### src/rtl/ttt_pkg.sv
// ----------------------------------------------------------------------------
// ttt_pkg
// Types and constants shared by the timer table controller and datapath.
// ----------------------------------------------------------------------------
package ttt_pkg;

    localparam int SLOTS_DEF       = 16;
    localparam int COUNT_WIDTH_DEF = 16;

    localparam logic [2:0] MODE_REGISTER = 3'd0;
    localparam logic [2:0] MODE_DELAY    = 3'd1;
    localparam logic [2:0] MODE_SLEEP    = 3'd2;
    localparam logic [2:0] MODE_WAKEUP   = 3'd3;
    localparam logic [2:0] MODE_DELETE   = 3'd4;
    localparam logic [2:0] MODE_TICK     = 3'd5;
    localparam logic [2:0] MODE_DISPATCH = 3'd6;

    localparam logic [1:0] SLOT_FREE  = 2'd0;
    localparam logic [1:0] SLOT_READY = 2'd1;
    localparam logic [1:0] SLOT_WAIT  = 2'd2;
    localparam logic [1:0] SLOT_SLEEP = 2'd3;

    localparam logic [1:0] STATUS_OK    = 2'd0;
    localparam logic [1:0] STATUS_ERROR = 2'd1;
    localparam logic [1:0] STATUS_NONE  = 2'd2;

    typedef struct packed {
        logic [2:0]  mode;
        logic [3:0]  slot;
        logic [15:0] ticks;
        logic [15:0] period;
    } ttt_req_t;

    typedef struct packed {
        logic [1:0] status;
        logic [3:0] slot_id;
        logic       last;
    } ttt_rsp_t;

    // controller -> datapath
    typedef struct packed {
        logic load;      // capture request
        logic single;    // run a command that needs no walk
        logic walk_init; // clear walk index
        logic walk_step; // process one walk position
        logic rsp_take;  // output register consumed
    } ttt_cmd_t;

    // datapath -> controller
    typedef struct packed {
        logic is_walk;   // request is tick, dispatch or delete of a busy slot
        logic walk_done; // walk index past end
        logic emit;      // current walk step produces a result
        logic rsp_full;  // output register holds a result
    } ttt_sts_t;

endpackage

### src/rtl/ttt_datapath.sv
// ----------------------------------------------------------------------------
// ttt_datapath
// Slot tables, order list and the per-slot walk used by tick, dispatch and
// delete.
// ----------------------------------------------------------------------------
module ttt_datapath import ttt_pkg::*; #(
    parameter int SLOTS       = SLOTS_DEF,
    parameter int COUNT_WIDTH = COUNT_WIDTH_DEF
) (
    input  logic     aclk,
    input  logic     aresetn,
    input  ttt_req_t req,
    input  ttt_cmd_t cmd,
    output ttt_sts_t sts,
    output ttt_rsp_t rsp
);

    localparam int IW = (SLOTS > 1) ? $clog2(SLOTS) : 1;
    localparam int LW = $clog2(SLOTS + 1);

    logic [1:0]             mode_reg   [SLOTS];
    logic [COUNT_WIDTH-1:0] count_reg  [SLOTS];
    logic [COUNT_WIDTH-1:0] reload_reg [SLOTS];
    logic [IW-1:0]          order_reg  [SLOTS];
    logic [LW-1:0]          len_reg;

    ttt_req_t               req_reg;
    logic [LW-1:0]          idx_reg;   // read position
    logic [LW-1:0]          wr_reg;    // compaction write position
    logic                   any_reg;   // dispatch emitted something
    ttt_rsp_t               rsp_reg;
    logic                   full_reg;

    logic [COUNT_WIDTH-1:0] tk, per;
    logic                   slot_ok;
    logic [IW-1:0]          s;
    logic [IW-1:0]          free_idx;
    logic                   free_found;
    logic [IW-1:0]          t;
    logic [IW-1:0]          widx;
    logic                   pos_valid;
    logic                   is_ready_t;
    logic                   keep;
    logic [IW-1:0]          idx_i;
    logic                   single_ok;

    assign tk      = COUNT_WIDTH'(req_reg.ticks);
    assign per     = COUNT_WIDTH'(req_reg.period);
    assign slot_ok = 32'(req_reg.slot) < SLOTS;
    assign s       = IW'(req_reg.slot);
    assign idx_i   = IW'(idx_reg);
    assign widx    = IW'(wr_reg);

    always_comb begin
        free_idx   = '0;
        free_found = 1'b0;
        for (int i = SLOTS - 1; i >= 0; i--) begin
            if (mode_reg[i] == SLOT_FREE) begin
                free_idx   = IW'(i);
                free_found = 1'b1;
            end
        end
    end

    always_comb begin
        case (req_reg.mode)
            MODE_REGISTER: single_ok = free_found && len_reg < LW'(SLOTS);
            MODE_DELAY:    single_ok = slot_ok && mode_reg[s] != SLOT_FREE && tk != '0;
            MODE_SLEEP:    single_ok = slot_ok && mode_reg[s] != SLOT_FREE
                                       && mode_reg[s] != SLOT_SLEEP;
            MODE_WAKEUP:   single_ok = slot_ok && mode_reg[s] == SLOT_SLEEP;
            default:       single_ok = 1'b0;
        endcase
    end

    // tick walks slot index; dispatch and delete walk the order list
    assign pos_valid  = (req_reg.mode == MODE_TICK) ? (idx_reg < LW'(SLOTS))
                                                   : (idx_reg < len_reg);
    assign t          = order_reg[idx_i];
    assign is_ready_t = mode_reg[t] == SLOT_READY;
    always_comb begin
        keep = 1'b1;
        if (req_reg.mode == MODE_DISPATCH)
            keep = !(is_ready_t && reload_reg[t] == '0);
        else if (req_reg.mode == MODE_DELETE)
            keep = t != s;
    end

    assign sts.is_walk   = (req_reg.mode == MODE_TICK) || (req_reg.mode == MODE_DISPATCH)
                           || (req_reg.mode == MODE_DELETE && slot_ok
                               && mode_reg[s] != SLOT_FREE);
    assign sts.walk_done = !pos_valid;
    assign sts.emit      = !pos_valid
                           || (req_reg.mode == MODE_DISPATCH && is_ready_t);
    assign sts.rsp_full  = full_reg;
    assign rsp           = rsp_reg;

    always_ff @(posedge aclk) begin
        if (!aresetn) begin
            for (int i = 0; i < SLOTS; i++) begin
                mode_reg[i]   <= SLOT_FREE;
                count_reg[i]  <= '0;
                reload_reg[i] <= '0;
            end
            len_reg  <= '0;
            full_reg <= 1'b0;
            idx_reg  <= '0;
            wr_reg   <= '0;
            any_reg  <= 1'b0;
        end else begin
            if (cmd.rsp_take)
                full_reg <= 1'b0;
            if (cmd.load)
                req_reg <= req;
            if (cmd.walk_init) begin
                idx_reg <= '0;
                wr_reg  <= '0;
                any_reg <= 1'b0;
            end
            if (cmd.single) begin
                full_reg        <= 1'b1;
                rsp_reg.status  <= single_ok ? STATUS_OK : STATUS_ERROR;
                rsp_reg.slot_id <= (req_reg.mode == MODE_REGISTER && single_ok)
                                   ? 4'(free_idx) : '0;
                rsp_reg.last    <= 1'b1;
                case (req_reg.mode)
                    MODE_REGISTER: begin
                        if (single_ok) begin
                            count_reg[free_idx]  <= tk;
                            reload_reg[free_idx] <= per;
                            mode_reg[free_idx]   <= (tk != '0) ? SLOT_WAIT : SLOT_READY;
                            order_reg[len_reg[IW-1:0]] <= free_idx;
                            len_reg              <= len_reg + 1'b1;
                        end
                    end
                    MODE_DELAY: begin
                        if (single_ok) begin
                            count_reg[s] <= tk;
                            mode_reg[s]  <= SLOT_WAIT;
                        end
                    end
                    MODE_SLEEP: begin
                        if (single_ok) begin
                            count_reg[s] <= '0;
                            mode_reg[s]  <= SLOT_SLEEP;
                        end
                    end
                    MODE_WAKEUP: begin
                        if (single_ok) begin
                            count_reg[s] <= '0;
                            mode_reg[s]  <= SLOT_READY;
                        end
                    end
                    default: begin
                    end
                endcase
            end
            if (cmd.walk_step) begin
                idx_reg <= idx_reg + 1'b1;
                if (!pos_valid) begin
                    // end of walk; a held dispatch result becomes the last one
                    full_reg     <= 1'b1;
                    rsp_reg.last <= 1'b1;
                    if (!(req_reg.mode == MODE_DISPATCH && any_reg)) begin
                        rsp_reg.slot_id <= '0;
                        rsp_reg.status  <= (req_reg.mode == MODE_DISPATCH)
                                           ? STATUS_NONE : STATUS_OK;
                    end
                    if (req_reg.mode != MODE_TICK)
                        len_reg <= wr_reg;
                    if (req_reg.mode == MODE_DELETE) begin
                        mode_reg[s]   <= SLOT_FREE;
                        count_reg[s]  <= '0;
                        reload_reg[s] <= '0;
                    end
                end else if (req_reg.mode == MODE_TICK) begin
                    if (mode_reg[idx_i] == SLOT_WAIT) begin
                        if (count_reg[idx_i] != '0)
                            count_reg[idx_i] <= count_reg[idx_i] - 1'b1;
                        if (count_reg[idx_i] <= COUNT_WIDTH'(1))
                            mode_reg[idx_i] <= SLOT_READY;
                    end
                end else begin
                    if (keep) begin
                        order_reg[widx] <= t;
                        wr_reg          <= wr_reg + 1'b1;
                    end
                    if (req_reg.mode == MODE_DISPATCH && is_ready_t) begin
                        any_reg         <= 1'b1;
                        full_reg        <= 1'b1;
                        rsp_reg.status  <= STATUS_OK;
                        rsp_reg.slot_id <= 4'(t);
                        rsp_reg.last    <= 1'b0;
                        if (reload_reg[t] != '0) begin
                            count_reg[t] <= reload_reg[t];
                            mode_reg[t]  <= SLOT_WAIT;
                        end else begin
                            mode_reg[t]   <= SLOT_FREE;
                            count_reg[t]  <= '0;
                            reload_reg[t] <= '0;
                        end
                    end
                end
            end
        end
    end

endmodule

### src/rtl/ttt_ctrl.sv
// ----------------------------------------------------------------------------
// ttt_ctrl
// Request sequencer: accept, run one command or walk, hand results out.
// ----------------------------------------------------------------------------
module ttt_ctrl import ttt_pkg::*; (
    input  logic     aclk,
    input  logic     aresetn,
    input  logic     s_valid,
    output logic     s_ready,
    output logic     m_valid,
    input  logic     m_ready,
    input  ttt_sts_t sts,
    output ttt_cmd_t cmd
);

    localparam logic [1:0] ST_IDLE = 2'd0;
    localparam logic [1:0] ST_DECODE = 2'd1;
    localparam logic [1:0] ST_WALK = 2'd2;
    localparam logic [1:0] ST_DRAIN = 2'd3;

    logic [1:0] state_reg, state_next;
    logic       hold_reg, hold_next; // dispatch result pending before last mark

    // a dispatch result is released one step late so the final one gets last
    assign m_valid = sts.rsp_full && !(state_reg == ST_WALK && hold_reg);
    assign s_ready = state_reg == ST_IDLE && !sts.rsp_full;

    always_comb begin
        cmd        = '0;
        state_next = state_reg;
        hold_next  = hold_reg;
        cmd.rsp_take = m_valid && m_ready;
        case (state_reg)
            ST_IDLE: begin
                if (s_valid && s_ready) begin
                    cmd.load   = 1'b1;
                    state_next = ST_DECODE;
                end
            end
            ST_DECODE: begin
                if (sts.is_walk) begin
                    cmd.walk_init = 1'b1;
                    hold_next     = 1'b0;
                    state_next    = ST_WALK;
                end else begin
                    cmd.single = 1'b1;
                    state_next = ST_IDLE;
                end
            end
            ST_WALK: begin
                // step when a new result would not overwrite a held one
                if (!(sts.emit && sts.rsp_full && !hold_reg)
                    && !(sts.emit && hold_reg && !sts.walk_done)) begin
                    cmd.walk_step = 1'b1;
                    if (sts.walk_done) begin
                        hold_next  = 1'b0;
                        state_next = ST_DRAIN;
                    end else if (sts.emit) begin
                        hold_next = 1'b1;
                    end
                end else if (hold_reg && sts.emit && !sts.walk_done) begin
                    // release held result, next step after it drains
                    hold_next = 1'b0;
                end
            end
            ST_DRAIN: begin
                state_next = ST_IDLE;
            end
            default: state_next = ST_IDLE;
        endcase
    end

    always_ff @(posedge aclk) begin
        if (!aresetn) begin
            state_reg <= ST_IDLE;
            hold_reg  <= 1'b0;
        end else begin
            state_reg <= state_next;
            hold_reg  <= hold_next;
        end
    end

endmodule

### src/rtl/task_timer_table.sv
// ----------------------------------------------------------------------------
// task_timer_table
// Bank of timer slots with register, delay, sleep, wakeup, delete, tick and
// dispatch requests.
// ----------------------------------------------------------------------------
// Register, delay, sleep, wakeup and any rejected request pass through the
// request register and then the result register after acceptance. Tick walks
// every slot and dispatch and delete of a busy slot walk the order list, one
// position per cycle while no result waits for the consumer; each dispatched
// result holds the walk until the result before it is accepted. The datapath
// has a single walk position, so one walk runs at a time. The next request is
// taken in the cycle after the last result is accepted.
module task_timer_table import ttt_pkg::*; #(
    parameter int SLOTS       = SLOTS_DEF,
    parameter int COUNT_WIDTH = COUNT_WIDTH_DEF
) (
    input  logic     aclk,
    input  logic     aresetn,
    input  logic     s_valid,
    output logic     s_ready,
    input  ttt_req_t s_data,
    output logic     m_valid,
    input  logic     m_ready,
    output ttt_rsp_t m_data
);

    ttt_cmd_t cmd;
    ttt_sts_t sts;

    ttt_ctrl u_ctrl (
        .aclk(aclk), .aresetn(aresetn), .s_valid(s_valid), .s_ready(s_ready),
        .m_valid(m_valid), .m_ready(m_ready), .sts(sts), .cmd(cmd)
    );

    ttt_datapath #(.SLOTS(SLOTS), .COUNT_WIDTH(COUNT_WIDTH)) u_dp (
        .aclk(aclk), .aresetn(aresetn), .req(s_data), .cmd(cmd), .sts(sts),
        .rsp(m_data)
    );

endmodule

### config.mk
export PLATFORM = sky130hd
export DESIGN_NAME = task_timer_table
export DESIGN_NICKNAME = d
export VERILOG_FILES = /design/src/rtl/ttt_pkg.sv /design/src/rtl/ttt_datapath.sv /design/src/rtl/ttt_ctrl.sv /design/src/rtl/task_timer_table.sv
export SDC_FILE = /design/constraint.sdc
export NUM_CORES = 1
export LEC_CHECK = 0
export ABC_AREA = 1
export BUFFER_PORTS_ARGS = -buffer_cell sky130_fd_sc_hd__buf_4
export CORE_ASPECT_RATIO = 0.6
export CORE_MARGIN = 2
export CORE_UTILIZATION = 50
export CTS_BUF_LIST = sky130_fd_sc_hd__clkbuf_16
export DETAILED_ROUTE_END_ITERATION = 8
export PLACE_DENSITY = 0.66
export SYNTH_ARGS = -nofsm -noshare
export SYNTH_HDL_FRONTEND = slang
export SYNTH_SLANG_ARGS = --single-unit
### constraint.sdc
create_clock -name aclk -period 8.1 [get_ports aclk]
set_clock_uncertainty 0.2 [all_clocks]
set_input_delay 2.43 -clock aclk [delete_from_list [all_inputs] [get_ports aclk]]
set_output_delay 2.43 -clock aclk [all_outputs]
set_load 0.05 [all_outputs]
Yosys cells after proc, flatten, opt, wreduce, memory -nomap -nowiden
Memory sizes are Yosys's and may differ from the RTL's. A register that Yosys moved wholly into a read port is not among the register bits. Index checks and enable logic that the tools add are counted.

Input port bits: 43. Logic and storage cells: 319. RAM bits: 608. Bits in registers: 66. Memories: 4.

Memories: u_dp.count_reg (words 16, width 16, read ports 1, clocked after memory_dff 1, wr ports 16, RTL line ttt_datapath.sv:22) `logic [COUNT_WIDTH-1:0] count_reg [SLOTS];`; u_dp.reload_reg (words 16, width 16, read ports 1, clocked after memory_dff 0, wr ports 16, RTL line ttt_datapath.sv:23) `logic [COUNT_WIDTH-1:0] reload_reg [SLOTS];`; u_dp.order_reg (words 16, width 4, read ports 1, clocked after memory_dff 1, wr ports 1, RTL line ttt_datapath.sv:24) `logic [IW-1:0] order_reg [SLOTS];`; u_dp.mode_reg (words 16, width 2, read ports 19, clocked after memory_dff 2, wr ports 16, RTL line ttt_datapath.sv:21) `logic [1:0] mode_reg [SLOTS];`.

Order comparisons: 4. Equal/unequal tests: 21. Mux-type cells: 196. Bitwise operators: 8. Reduce and logical (&&, ||, !) cells: 68. Add/subtract/negate cells: 4.

Operators by type and width (number): 2-to-1 mux 16 bit (11); 2-to-1 mux 4 bit (37); OR reduction 16 bit (7); 2-to-1 mux 1 bit (111); 2-to-1 mux 5 bit (13); nonzero test 16 bit (3); 2-to-1 mux 7 bit (5); logical NOT 2 bit (17); 2-to-1 mux 2 bit (15); logical AND 1 bit (18); less-or-equal comparator 16 x 1 -> 1 bit, second input constant (1); logical NOT 16 bit (1); subtractor 16 x 1 -> 16 bit, second input constant (1); adder 5 x 1 -> 5 bit, second input constant (3); less-than comparator 5 bit, second input constant (2); != test 2 bit, second input constant (5); == test 3 bit, second input constant (3); == test 2 bit, second input constant (4); bitwise OR 1 bit (8); one-hot mux 2 bit (4 select lines) (1); OR reduction 2 bit (4); logical NOT 1 bit (7); == test 3 x 2 -> 1 bit, second input constant (2); 2-to-1 mux 6 bit (1); 15 further kinds (21).

Logic depth before layout (Yosys ltp)
An unclocked memory read counts as a cell.

Word-level depth: 32. Depth in mapped cells: 30. Gate-level depth less buffers: 26.

Modules after synthesis
Synthesis repeated with hierarchy kept, for this count alone.

Cell total of the unflattened synthesis: 3862. Area, all modules: 35273.8 um^2.

Modules (own cells, without submodules): ttt_datapath (times used 1, area an instance 34958.5 um^2, cells each 3811); ttt_ctrl (times used 1, area an instance 315.3 um^2, cells each 51).

Worst setup path after synthesis
OpenSTA, ideal clock, no wires.

Kind: input to register. Start point: in aresetn. End point: mem u_dp.count_reg[0][0] (netlist name) (enable). Setup time: 411 ps. Cell stages on the path: 9. Arrival time: 4841 ps. Slack: 2648 ps. Path through: buf_2 -> nand4_1 -> a21oi_2 -> nand3_4 -> nand2_1 -> nand3_1 -> nand2_4 -> nand3_2 -> o21ai_0.

RTL lines: start: declaration (RTL line task_timer_table.sv:18) `input logic aresetn,`; end: declaration (RTL line ttt_datapath.sv:22).

==> impl_summary.txt <==
----------------------------------------------------
[Cells and area]
  Final Net Count ... around 3500
  Area growth, synth to finish ... 7.625%
  Final core utilization ... a little over half
  Layout filler cell count ... between 6000 and 7000
  Fraction of layout instances using a drive strength above 1 ... 9.313%
  Post-Layout Inst Area ... between 30000 and 40000 um2

[Yosys]
  Post-Synthesis Cells ... between 3000 and 4000
  Avg Cell Area, Syn ... 9.670 um2
  Flops & latches, synth ... about 680
  Fraction of registers with async set/reset ... 0%
  Top FF cell, synth ... sky130_fd_sc_hd__edfxtp_1
  Main area contributors after synthesis ... sky130_fd_sc_hd__edfxtp_1 57%, sky130_fd_sc_hd__nor2_1 6.6%, sky130_fd_sc_hd__nand2_1 5.8%, sky130_fd_sc_hd__nand3_1 4.9%, sky130_fd_sc_hd__o21ai_0 3.3%
  Top cells by count, synth ... 654 x sky130_fd_sc_hd__edfxtp_1, 601 x sky130_fd_sc_hd__nor2_1, 528 x sky130_fd_sc_hd__nand2_1
  Area share of the largest cell type after synthesis ... about 57%
  Synthesized netlist net count ... between 3000 and 4000
  Synthesized area ... approximately 34000 um2
  Fraction of the yosys area taken by sequential cells ... 58.67%
  Area leader, netlist ... sky130_fd_sc_hd__edfxtp_1
  Total of warnings raised by yosys ... 0
  Cell with the most instances after synthesis ... sky130_fd_sc_hd__edfxtp_1
  Cell variety after synth ... 54
  EDFF count, synth ... 654

[Setup path]
  Highest fanout seen on the critical path ... just over 80
  Arrival time worst endpoint ... between 6000 and 7000 ps
  WP data required ... around 8100 ps
  Class of the most critical setup path ... flip-flop to flip-flop
  Kind of end point of the critical path ... flip-flop
  Sort of element at the start of the critical path ... flip-flop
  Worst-case register-to-register setup slack ... between 1000 and 1500 ps

[Timing]
  Unrepaired setup endpoints after global routing ... false
  Endpoints failing setup ... 0
  Number of failing hold endpoints at the final stage ... 0
  Setup_tns ... 0 ps
  Max-slew violation total from the final report ... 0
  Final min period ... slightly below 7000 ps
  Worst-Margin Slew ... about 1200 ps
  Max-slew headroom ... approximately 16%
  Highest achievable clock rate ... around 140 MHz
  Final Cycle Share ... between 80 and 90%

[Detailed routing]
  Routed vias ... ~27000
  Drt total wl ... 106300 um
  Post-detailed-route wirelength per cell ... 23.98 um
  Highest Signal Layer ... met4
  Sum of routed wire segments on met1 ... approximately 48000 um
  Met2 wire length ... 39700 um
  DR pass1 iterations ... 6
  Initial drt markers ... just under 4000
  Per-cell via count in the routed design ... approximately 6.0
  DRT antenna net count ... 0
  Met3 wire len ... 17180 um
  Remaining routing DRC violations ... 0

[Min path]
  Hold Crit Class ... flip-flop to flip-flop

[Placed design]
  Placement Cell Area ... roughly 35000 um2
  Detailed placer's ending HPWL ... roughly 70000 um
  Global placer's final weighted congestion ... between 0.9 and 1
  Number of buffers inserted by port buffering ... 51

[Power and ir drop]
  Power per Cell Area ... 212.7 nW/um2
  Leak Pwr ... between 10 and 15 nW
  Worst vdd rail ir drop ... 0.1543 mV

[Flow run]
  Max_cap viols ... 0

[Clocking]
  Post_cts resized ... 0
  Clock net sink count ... roughly 680
  H-Tree Depth ... 2
  Deepest clock path buffer count ... 3
  Root buffer selected by CTS ... sky130_fd_sc_hd__clkbuf_16
  Post CTS Setup Buffer Count ... 0
  Hold buffers post-CTS ... 0
  TritonCTS Buffers ... between 60 and 70
  TritonCTS clock tree ... yes
  Worst-skew pair later-pin latency ... 660 ps
  CTS clock-pin slew for the worst setup and hold paths ... approximately 80 ps

[Global routing]
  Antenna violations before repair ... 0
  Number of global-route vias before repair ... around 24000
  Sum of overflow across all layers after global routing ... 0
  First-pass GRT wire length ... 157700 um
  Largest net degree at the start of global routing ... ~140
  Total routing usage reported by global routing ... 29.68%

[Floorplan]
  Total core area ... 68050 um2
  Floorplan die area ... around 71000 um2
  Starting density of the core ... approximately half
  Ports ... 52
  Die Span Y ... just over 200 um
  Number of placement rows ... 74
  Horizontal die dimension ... about 340 um

[Status]
  Outcome ... finished, final reports clean

----------------------------------------------------
==> logic make-up (layout without fill, tap and decap cells) <==
| kind of cell | after synthesis | in the layout | synth area share (%) |
|---|---|---|---|
| other | 0 | 1 | 0 |
| buffers and inverters | 543 | 505 | 7.400 |
| DFF | 682 | 682 | 58.67 |
| adders and majority gates | 9 | 9 | 0.3271 |
| muxes | 1 | 1 | 0.03271 |
| AOI/OAI and AO/OA | 406 | 406 | 6.996 |
| xor gates and xnor gates | 18 | 18 | 0.4579 |
| and+or+nand+nor | 1901 | 1901 | 26.11 |
==> stage by stage <==
stage | std cells | worst slack (ps) | total power, mW | hold slack [ps]
finish | 4435 | 1198 | 7.879 | 322.3
global route | 4434 | 868.0 | 8.087 | 338.1
CTS | 4434 | 1391 | 7.866 | 315.4
detailed placement | 4321 | 1455 | 4.857 | 294.9
global placement | 4321 | 1471 | 4.854 | 282.9
floorplan | 3560 | 2648 | 4.584 | 258.6
==> power breakdown <==
part	internal (mW)	switching [mW]	leakage, nW
Combinational	0.180	0.588	6.65
Clock	1.72	1.35	1.05
Sequential	3.98	0.0654	6.87
Total	5.87	2.01	14.6
==> cell usage in the layout, fill, tap and decap left out, types with 20 or more instances in the layout <==
master and instances:
sky130_fd_sc_hd__nor2_1 600, sky130_fd_sc_hd__nand2_1 527, sky130_fd_sc_hd__nand3_2 24, sky130_fd_sc_hd__o22ai_1 23, sky130_fd_sc_hd__nand4_1 28, sky130_fd_sc_hd__inv_1 284
sky130_fd_sc_hd__buf_4 101, sky130_fd_sc_hd__o211ai_1 35, sky130_fd_sc_hd__nor3_2 22, sky130_fd_sc_hd__nand3b_1 96, sky130_fd_sc_hd__clkbuf_16 61, sky130_fd_sc_hd__nand3_1 339
sky130_fd_sc_hd__o21ai_1 36, sky130_fd_sc_hd__o221ai_1 46, sky130_fd_sc_hd__dfxtp_1 25, sky130_fd_sc_hd__nand2_2 20, sky130_fd_sc_hd__edfxtp_1 654, sky130_fd_sc_hd__nor3_1 192
sky130_fd_sc_hd__o21ai_0 208, sky130_fd_sc_hd__a21oi_1 34
==> metal layers <==
layer,GRT usage [%],vias up
met5,0,-
met3,12.42,119
met4,5.974,0
li1,-,12100
met2,35.98,1692
met1,47.99,12840
==> cell type report <==
type                       count  area (um2)  share of cell area [%]
tap                          912        1141                   3.080
antenna                        1       2.502                0.006754
timing repair buffer         105       838.3                   2.263
multi-input combinational   2335       11720                   31.63
clock buffer                  61        1526                   4.120
sequential                   682       20210                   54.53
inverter                     287        1087                   2.935
clock inverter                52       530.5                   1.432
==> worst paths after layout <==
check / cells after the start / to
setup reg to reg: 20 / u_dp.count_reg[3][8]$_SDFFCE_PN0P_
setup / recovery: 20 / u_dp.count_reg[3][8]$_SDFFCE_PN0P_
hold reg to reg: 2 / u_ctrl.state_reg[0]$_SDFFE_PN0P_
hold / removal: 2 / u_ctrl.state_reg[0]$_SDFFE_PN0P_
==> worst max-delay path: stages, from the launching register on <==
cell	delay, ps
sky130_fd_sc_hd__dfxtp_2	530
sky130_fd_sc_hd__inv_4	740
sky130_fd_sc_hd__o21ai_0	250
sky130_fd_sc_hd__o221ai_1	260
sky130_fd_sc_hd__nand3_1	210
sky130_fd_sc_hd__nand2_2	160
sky130_fd_sc_hd__buf_4	490
sky130_fd_sc_hd__nand3_1	180
sky130_fd_sc_hd__nand3_2	130
sky130_fd_sc_hd__nand2_1	90
sky130_fd_sc_hd__nor2_4	280
sky130_fd_sc_hd__nand4_4	260
sky130_fd_sc_hd__nor2_8	460
sky130_fd_sc_hd__inv_4	310
sky130_fd_sc_hd__nand3_2	180
sky130_fd_sc_hd__nand2_4	120
sky130_fd_sc_hd__nand2_2	80
sky130_fd_sc_hd__buf_4	370
sky130_fd_sc_hd__inv_2	110
sky130_fd_sc_hd__nand3_2	350
sky130_fd_sc_hd__nand2_1	610
Power figures use the tool's default switching activity.
